==> src/rtl/dojq_pkg.sv <==
`timescale 1ns / 1ps

package dojq_pkg;

    localparam int TIME_W  = 48;
    localparam int WAIT_W  = 32;
    localparam int KIND_W  = 2;
    localparam int COUNT_W = 5;

    typedef enum logic [KIND_W-1:0] {
        KIND_ACCEPTED = 2'd0,
        KIND_REJECTED = 2'd1,
        KIND_RELEASED = 2'd2,
        KIND_NONE_DUE = 2'd3
    } kind_t;

    typedef enum logic {
        FUNC_SCHEDULE = 1'b0,
        FUNC_SERVICE  = 1'b1
    } func_t;

    typedef enum logic [1:0] {
        ST_IDLE,
        ST_SCHED,
        ST_SERVE
    } state_t;

    // shift command broadcast to every cell
    typedef struct packed {
        logic insert;
        logic pop;
    } cell_ctrl_t;

endpackage

==> src/rtl/dojq_cell.sv <==
`timescale 1ns / 1ps

module dojq_cell #(
    parameter int TAG_BITS = 16
) (
    input  logic                        clk,
    input  logic                        rst_n,
    input  dojq_pkg::cell_ctrl_t        ctrl,
    input  logic [dojq_pkg::TIME_W-1:0] key,
    input  logic [dojq_pkg::TIME_W-1:0] new_deadline,
    input  logic [TAG_BITS-1:0]         new_tag,
    input  logic                        prev_valid,
    input  logic                        prev_le,
    input  logic [dojq_pkg::TIME_W-1:0] prev_deadline,
    input  logic [TAG_BITS-1:0]         prev_tag,
    input  logic                        next_valid,
    input  logic [dojq_pkg::TIME_W-1:0] next_deadline,
    input  logic [TAG_BITS-1:0]         next_tag,
    output logic                        valid,
    output logic                        le,
    output logic [dojq_pkg::TIME_W-1:0] deadline,
    output logic [TAG_BITS-1:0]         tag
);
    import dojq_pkg::*;

    logic                valid_reg;
    logic                valid_next;
    logic [TIME_W-1:0]   deadline_reg;
    logic [TIME_W-1:0]   deadline_next;
    logic [TAG_BITS-1:0] tag_reg;
    logic [TAG_BITS-1:0] tag_next;

    // held entry sits at or before the key
    assign le = valid_reg && (deadline_reg <= key);

    always_comb
    begin
        valid_next    = valid_reg;
        deadline_next = deadline_reg;
        tag_next      = tag_reg;
        if (ctrl.pop)
        begin
            valid_next    = next_valid;
            deadline_next = next_deadline;
            tag_next      = next_tag;
        end
        else if (ctrl.insert && !le)
        begin
            if (prev_le)
            begin
                valid_next    = 1'b1;
                deadline_next = new_deadline;
                tag_next      = new_tag;
            end
            else
            begin
                valid_next    = prev_valid;
                deadline_next = prev_deadline;
                tag_next      = prev_tag;
            end
        end
    end

    always_ff @(posedge clk or negedge rst_n)
    begin
        if (!rst_n)
        begin
            valid_reg <= 1'b0;
        end
        else
        begin
            valid_reg <= valid_next;
        end
    end

    always_ff @(posedge clk)
    begin
        deadline_reg <= deadline_next;
        tag_reg      <= tag_next;
    end

    assign valid    = valid_reg;
    assign deadline = deadline_reg;
    assign tag      = tag_reg;

endmodule

==> src/rtl/deadline_ordered_job_queue_unit.sv <==
`timescale 1ns / 1ps

// Deadline-ordered job queue: a row of QUEUE_DEPTH cells holds pending jobs
// sorted by deadline, earliest in cell 0, equal deadlines in arrival order.
// A schedule request (func 0) registers now_time + wait_time (saturating at
// 2^48-1); then, once the result side is free, every cell compares its
// deadline to the new one in parallel and the row shifts right by one
// behind the insertion point, giving one accepted or queue-full result. A
// service request (func 1) registers now_time and then releases one due job
// per cycle from cell 0 while the result side accepts and the row shifts
// left, or gives a single nothing-due result if cell 0 holds no due job.
// The last result of each request has last_of_run set; every result carries
// the count left pending. One request is in flight at a time; results wait
// in an output register, and a stalled result side stalls the row.
module deadline_ordered_job_queue_unit #(
    parameter int QUEUE_DEPTH = 16,
    parameter int TAG_BITS    = 16
) (
    input  logic                         clk,
    input  logic                         rst_n,
    input  logic                         req_valid,
    output logic                         req_ready,
    input  logic                         func,
    input  logic [TAG_BITS-1:0]          job_tag,
    input  logic [dojq_pkg::WAIT_W-1:0]  wait_time,
    input  logic [dojq_pkg::TIME_W-1:0]  now_time,
    output logic                         res_valid,
    input  logic                         res_ready,
    output logic [dojq_pkg::KIND_W-1:0]  kind,
    output logic [TAG_BITS-1:0]          out_tag,
    output logic [dojq_pkg::TIME_W-1:0]  deadline,
    output logic                         last_of_run,
    output logic                         queue_empty,
    output logic [dojq_pkg::COUNT_W-1:0] pending_count
);
    import dojq_pkg::*;

    localparam int CNT_W = $clog2(QUEUE_DEPTH + 1);

    state_t              state_reg;
    state_t              state_next;

    // request registers
    logic [TIME_W-1:0]   dl_reg;
    logic [TIME_W-1:0]   now_reg;
    logic [TAG_BITS-1:0] tag_reg;
    logic [TIME_W:0]     dl_sum;

    logic [CNT_W-1:0]    count_reg;
    logic [CNT_W-1:0]    count_next;

    // output register
    logic                res_valid_reg;
    kind_t               kind_reg;
    logic [TAG_BITS-1:0] out_tag_reg;
    logic [TIME_W-1:0]   deadline_reg;
    logic                last_reg;
    logic [CNT_W-1:0]    res_count_reg;

    logic                req_fire;
    logic                slot_free;
    logic                full;
    logic                head_due;
    logic                more_due;
    cell_ctrl_t          ctrl;
    logic                emit;
    kind_t               emit_kind;
    logic [TAG_BITS-1:0] emit_tag;
    logic [TIME_W-1:0]   emit_deadline;
    logic                emit_last;
    logic [TIME_W-1:0]   key;

    // cell row
    logic [QUEUE_DEPTH-1:0] cell_valid;
    logic [QUEUE_DEPTH-1:0] cell_le;
    logic [TIME_W-1:0]      cell_dl  [QUEUE_DEPTH];
    logic [TAG_BITS-1:0]    cell_tag [QUEUE_DEPTH];

    assign req_fire  = req_valid && req_ready;
    assign slot_free = !res_valid_reg || res_ready;
    assign full      = (count_reg == CNT_W'(QUEUE_DEPTH));
    assign head_due  = cell_le[0];
    assign more_due  = cell_le[1];
    // the same comparator serves insertion search and due test
    assign key       = (state_reg == ST_SCHED) ? dl_reg : now_reg;
    assign dl_sum    = {1'b0, now_time} + {{(TIME_W + 1 - WAIT_W){1'b0}}, wait_time};

    genvar gi;
    generate
        for (gi = 0; gi < QUEUE_DEPTH; gi++)
        begin : g_cell
            logic                prev_valid;
            logic                prev_le;
            logic [TIME_W-1:0]   prev_deadline;
            logic [TAG_BITS-1:0] prev_tag;
            logic                next_valid;
            logic [TIME_W-1:0]   next_deadline;
            logic [TAG_BITS-1:0] next_tag;

            if (gi == 0)
            begin : g_head
                assign prev_valid    = 1'b1;
                assign prev_le       = 1'b1;
                assign prev_deadline = dl_reg;
                assign prev_tag      = tag_reg;
            end
            else
            begin : g_body
                assign prev_valid    = cell_valid[gi-1];
                assign prev_le       = cell_le[gi-1];
                assign prev_deadline = cell_dl[gi-1];
                assign prev_tag      = cell_tag[gi-1];
            end

            if (gi == QUEUE_DEPTH - 1)
            begin : g_tail
                assign next_valid    = 1'b0;
                assign next_deadline = cell_dl[gi];
                assign next_tag      = cell_tag[gi];
            end
            else
            begin : g_inner
                assign next_valid    = cell_valid[gi+1];
                assign next_deadline = cell_dl[gi+1];
                assign next_tag      = cell_tag[gi+1];
            end

            dojq_cell #(
                .TAG_BITS (TAG_BITS)
            ) u_cell (
                .clk           (clk),
                .rst_n         (rst_n),
                .ctrl          (ctrl),
                .key           (key),
                .new_deadline  (dl_reg),
                .new_tag       (tag_reg),
                .prev_valid    (prev_valid),
                .prev_le       (prev_le),
                .prev_deadline (prev_deadline),
                .prev_tag      (prev_tag),
                .next_valid    (next_valid),
                .next_deadline (next_deadline),
                .next_tag      (next_tag),
                .valid         (cell_valid[gi]),
                .le            (cell_le[gi]),
                .deadline      (cell_dl[gi]),
                .tag           (cell_tag[gi])
            );
        end
    endgenerate

    // next state
    always_comb
    begin
        state_next = state_reg;
        case (state_reg)
            ST_IDLE:
            begin
                if (req_fire)
                begin
                    state_next = (func == FUNC_SERVICE) ? ST_SERVE : ST_SCHED;
                end
            end
            ST_SCHED:
            begin
                if (slot_free)
                begin
                    state_next = ST_IDLE;
                end
            end
            ST_SERVE:
            begin
                if (slot_free && !(head_due && more_due))
                begin
                    state_next = ST_IDLE;
                end
            end
            default:
            begin
                state_next = ST_IDLE;
            end
        endcase
    end

    // outputs of the sequencer
    always_comb
    begin
        req_ready     = 1'b0;
        ctrl          = '0;
        emit          = 1'b0;
        emit_kind     = KIND_NONE_DUE;
        emit_tag      = '0;
        emit_deadline = '0;
        emit_last     = 1'b1;
        count_next    = count_reg;
        case (state_reg)
            ST_IDLE:
            begin
                req_ready = 1'b1;
            end
            ST_SCHED:
            begin
                if (slot_free)
                begin
                    emit          = 1'b1;
                    emit_tag      = tag_reg;
                    emit_deadline = dl_reg;
                    if (full)
                    begin
                        emit_kind = KIND_REJECTED;
                    end
                    else
                    begin
                        emit_kind   = KIND_ACCEPTED;
                        ctrl.insert = 1'b1;
                        count_next  = count_reg + 1'b1;
                    end
                end
            end
            ST_SERVE:
            begin
                if (slot_free)
                begin
                    emit = 1'b1;
                    if (head_due)
                    begin
                        emit_kind     = KIND_RELEASED;
                        emit_tag      = cell_tag[0];
                        emit_deadline = cell_dl[0];
                        emit_last     = !more_due;
                        ctrl.pop      = 1'b1;
                        count_next    = count_reg - 1'b1;
                    end
                end
            end
            default:
            begin
                req_ready = 1'b0;
            end
        endcase
    end

    always_ff @(posedge clk or negedge rst_n)
    begin
        if (!rst_n)
        begin
            state_reg     <= ST_IDLE;
            count_reg     <= '0;
            res_valid_reg <= 1'b0;
        end
        else
        begin
            state_reg <= state_next;
            count_reg <= count_next;
            if (emit)
            begin
                res_valid_reg <= 1'b1;
            end
            else if (res_ready)
            begin
                res_valid_reg <= 1'b0;
            end
        end
    end

    always_ff @(posedge clk)
    begin
        if (req_fire)
        begin
            dl_reg  <= dl_sum[TIME_W] ? {TIME_W{1'b1}} : dl_sum[TIME_W-1:0];
            now_reg <= now_time;
            tag_reg <= job_tag;
        end
        if (emit)
        begin
            kind_reg      <= emit_kind;
            out_tag_reg   <= emit_tag;
            deadline_reg  <= emit_deadline;
            last_reg      <= emit_last;
            res_count_reg <= count_next;
        end
    end

    assign res_valid     = res_valid_reg;
    assign kind          = kind_reg;
    assign out_tag       = out_tag_reg;
    assign deadline      = deadline_reg;
    assign last_of_run   = last_reg;
    assign queue_empty   = (res_count_reg == '0);
    assign pending_count = COUNT_W'(res_count_reg);

    // the occupancy count tracks the valid cells
    a_count_matches: assert property (@(posedge clk) disable iff (!rst_n)
        count_reg == CNT_W'($countones(cell_valid)))
        else $error("pending count differs from occupied cells");

    // a full row never takes an insert
    a_no_insert_full: assert property (@(posedge clk) disable iff (!rst_n)
        ctrl.insert |-> !full)
        else $error("insert into a full queue");

    // release only from an occupied head, and the count drops by one
    a_pop_head: assert property (@(posedge clk) disable iff (!rst_n)
        ctrl.pop |-> cell_valid[0] ##1 (count_reg == $past(count_reg) - 1'b1))
        else $error("release from empty head or count not updated");

    // the row stays packed at the head: cell 1 is never occupied while cell 0 is empty
    a_packed: assert property (@(posedge clk) disable iff (!rst_n)
        cell_valid[1] |-> cell_valid[0])
        else $error("hole at the head of the queue");

endmodule
==> config.mk <==
export PLATFORM = sky130hd
export DESIGN_NAME = deadline_ordered_job_queue_unit
export DESIGN_NICKNAME = d
export VERILOG_FILES = /design/src/rtl/dojq_pkg.sv /design/src/rtl/dojq_cell.sv /design/src/rtl/deadline_ordered_job_queue_unit.sv
export SDC_FILE = /design/constraint.sdc
export NUM_CORES = 2
export LEC_CHECK = 0
export BUFFER_PORTS_ARGS = -buffer_cell sky130_fd_sc_hd__clkbuf_2
export CAP_MARGIN = 10
export CORE_MARGIN = 4
export CORE_UTILIZATION = 50
export CTS_CLUSTER_SIZE = 24
export DETAILED_ROUTE_END_ITERATION = 10
export HOLD_SLACK_MARGIN = 0.02
export PLACE_DENSITY = 0.72
export RECOVER_POWER = 100
export SYNTH_ARGS = -nofsm -noshare
export SYNTH_HDL_FRONTEND = slang
export SYNTH_SLANG_ARGS = --single-unit
==> constraint.sdc <==
create_clock -name clk -period 12.38 [get_ports clk]
set_input_delay 2.476 -clock clk [delete_from_list [all_inputs] [get_ports clk]]
set_output_delay 2.476 -clock clk [all_outputs]
set_load 0.005 [all_outputs]
==> impl_metrics.yaml <==
run_status:
  status: "finished, violations left"
  violations: "capacitance limit, slew limit"
setup_path:
  required_ns: 12.89
  path_cells: "inv_1 > ha_4 > clkbuf_1 > mux2i_1 > buf_4 > ha_1 > nand2_1 > nor2_1 > nand3_1 > nor3_1 > o31ai_1 > and4b_1 > a31oi_1 > buf_4 > clkbuf_2 > mux2i_1 > o21ai_0"
  slowest_stage: "clkbuf_1"
  critPathLaunchType: "flip-flop"
  cpLargestDelayFamily: "buffers and inverters"
  arrival_ns: 10.61
  cp_max_fo: 49
  cp.depth: 17
  r2r_end: "g_cell[3].u_cell.tag[11]"
  r2r_cells: 17
  timing.critical_path.slowest_cell_delay_ns: 2.26
  crit_type: "flip-flop to flip-flop"
  critPathCapture: "g_cell[3].u_cell.tag[11]"
  reg2reg_slack_ns: 2.28
  cp-end-kind: "flip-flop"
  crit_path_start: "state_reg[1]"
  cp_num_buf_inv: 5
  timing.rr.start: "state_reg[1]"
synth:
  synth_nets: 8205
  synth_area_um2: 78290
  ys_warn_count: 0
  yosys_register_bits: 1232
  synth_top_area_cell: "edfxtp_1"
  ys_types: 83
  synth-main-ff-cell: "edfxtp_1"
  avgSynthCellArea_um2: 10.70
  synth_top_area_share_pct: 46.33
  ys_top_cells_by_area: "edfxtp_1, ha_1, mux2i_1"
  synthTopCellsByCount: "nand2_1, edfxtp_1, mux2i_1"
  yosysSeqAreaShare_pct: 47.10
  synth_cells: 7314
  synth.most_common_cell: "nand2_1"
  async_reset_ff_share_pct: 1.948
  synth-edff-count: 1208
cts:
  ctsHoldBuffers: 0
  path_clk_slew_ns: 0.06
  clock_latency_ns: 0.82
  htree_levels: 4
  cts_tree: "yes"
  cts-root-buf: "clkbuf_16"
  cts_setup_buffers: 0
  cts.repair.resized: 0
  cts.sinks: 1232
  cts_max_path_buffers: 3
  cts_buffers: 143
drt:
  dr.pass1.iters: 8
  post_drt_wl_per_cell_um: 25.86
  antenna_left: 0
  wl_um: 243900
  drt-initial-drc-count: 7020
  vias_per_cell: 6.355
  dr_total_vias: 59940
  drc_errors: 0
sta:
  final_hold_viol_count: 0
  layout_setup_ws_ns: 2.278
  relSlewSlack_pct: -200.3
  skew_ns: 0.04036
  period_minus_slack_ns: 10.10
  slew_violations: 527
  rsz0062_at_grt: "false"
  period_share_pct: 81.60
  finalSetupTns_ns: 0
  max_freq_mhz: 98.99
  finalSetupViolations: 0
  worstMarginPinSlew_ns: 4.504
final_layout:
  largest_reg_flops: 768
  finalNetCount: 8158
  drive_above_1_share_pct: 7.046
  final_cells: 9433
  syn_to_final_growth_pct: 8.981
die:
  fp.dieW_um: 403.7
  row_count: 144
  core_um2: 154800
  die_h_um: 403.7
  pin_count: 176
  start_util_pct: 50.59
  die-area_um2: 163000
placed_design:
  numPortBuffers: 175
  dp_cells: 9165
  place_ws_ns: 4.982
  dpl.hpwl_um: 173100
  routabilityCongestion: 0.9620
hold_path:
  min_path_type: "flip-flop to flip-flop"
flow_run:
  max_cap_viol_count: 15
global_route:
  grt_start_max_net_pins: 263
  grtUsageTotal_pct: 28.93
  grt_overflow: 0
  grt_pass1_wl_um: 360400
  grt_antenna_before_repair: 18
  first_global_vias: 57940
[area by class of cell]
cell class / instances / area [um^2]
fill: 13120 / 69440
multi-input combinational: 5524 / 39230
sequential: 1232 / 36880
clock buffer: 182 / 3785
tap: 2044 / 2557
timing repair buffer: 304 / 1734
clock inverter: 76 / 889.6
inverter: 62 / 232.7
antenna: 9 / 22.52
[metrics by stage]
stage | hold slack [ns] | area (um^2) | utilization (%)
5_1_grt | 0.5706 | 85310 | 55.12
2_1_floorplan | 0.4814 | 78290 | -
3_3_place_gp | 0.5138 | 80890 | 52.27
4_1_cts | 0.5348 | 85570 | 55.29
6_report | 0.5356 | 85330 | 55.13
3_5_place_dp | 0.5162 | 80890 | 52.27
[placed cells by master (no fill, tap or decap), types with 55 or more instances in the layout]
master        n
mux2_2       67
buf_4       106
ha_1        788
nand3_1      82
nor2b_1      57
mux2i_1     933
nor3_1       55
a21oi_1     331
nand4_1     153
nand2_1    1219
inv_1        62
a21o_1      111
edfxtp_1   1208
o21ai_0     977
clkbuf_2     75
clkbuf_16   143
clkbuf_1    149
nor2_1      187
[routing by layer]
| layer | vias to the layer above | global-route usage [%] | share of wire (%) |
|---|---|---|---|
| li1 | 27360 | - | - |
| met1 | 29030 | 37.49 | 39 |
| met2 | 2946 | 45.09 | 45 |
| met3 | 604 | 7.011 | 9.9 |
| met4 | 6 | 15.33 | 5.7 |
| met5 | - | 0 | 0.018 |
[cells by family after synthesis]
logic type / share of synthesized area [%]
multiplexers: 13.09
buffers and inverters: 3.161
flip-flops: 47.10
adder cells (fa/ha/maj): 12.71
XOR/XNOR: 0.5130
AND/OR/NAND/NOR: 10.62
AO/OA/AOI/OAI: 12.80
[worst min path at each step]
stage | start | to | slack [ns] | depth (start not counted)
2_1_floorplan | state_reg[1] | state_reg[1] | 0.48 | 1
3_3_place_gp | g_cell[1].u_cell.tag[15] | g_cell[0].u_cell.tag[15] | 0.51 | 2
3_5_place_dp | state_reg[1] | state_reg[1] | 0.52 | 1
4_1_cts | state_reg[1] | state_reg[1] | 0.53 | 1
5_1_grt | state_reg[1] | state_reg[1] | 0.57 | 1
6_report | g_cell[2].u_cell.tag[10] | g_cell[1].u_cell.tag[10] | 0.54 | 2
[tightest hold or removal path: stages (launching register included)]
cell and delay, ns:
edfxtp_1 0.34, nand2_1 0.05, o21ai_0 0.06
Power is left out: the tool's default activity adds up to more than one toggle a clock period on the data nets, which glitch-free logic cannot reach.
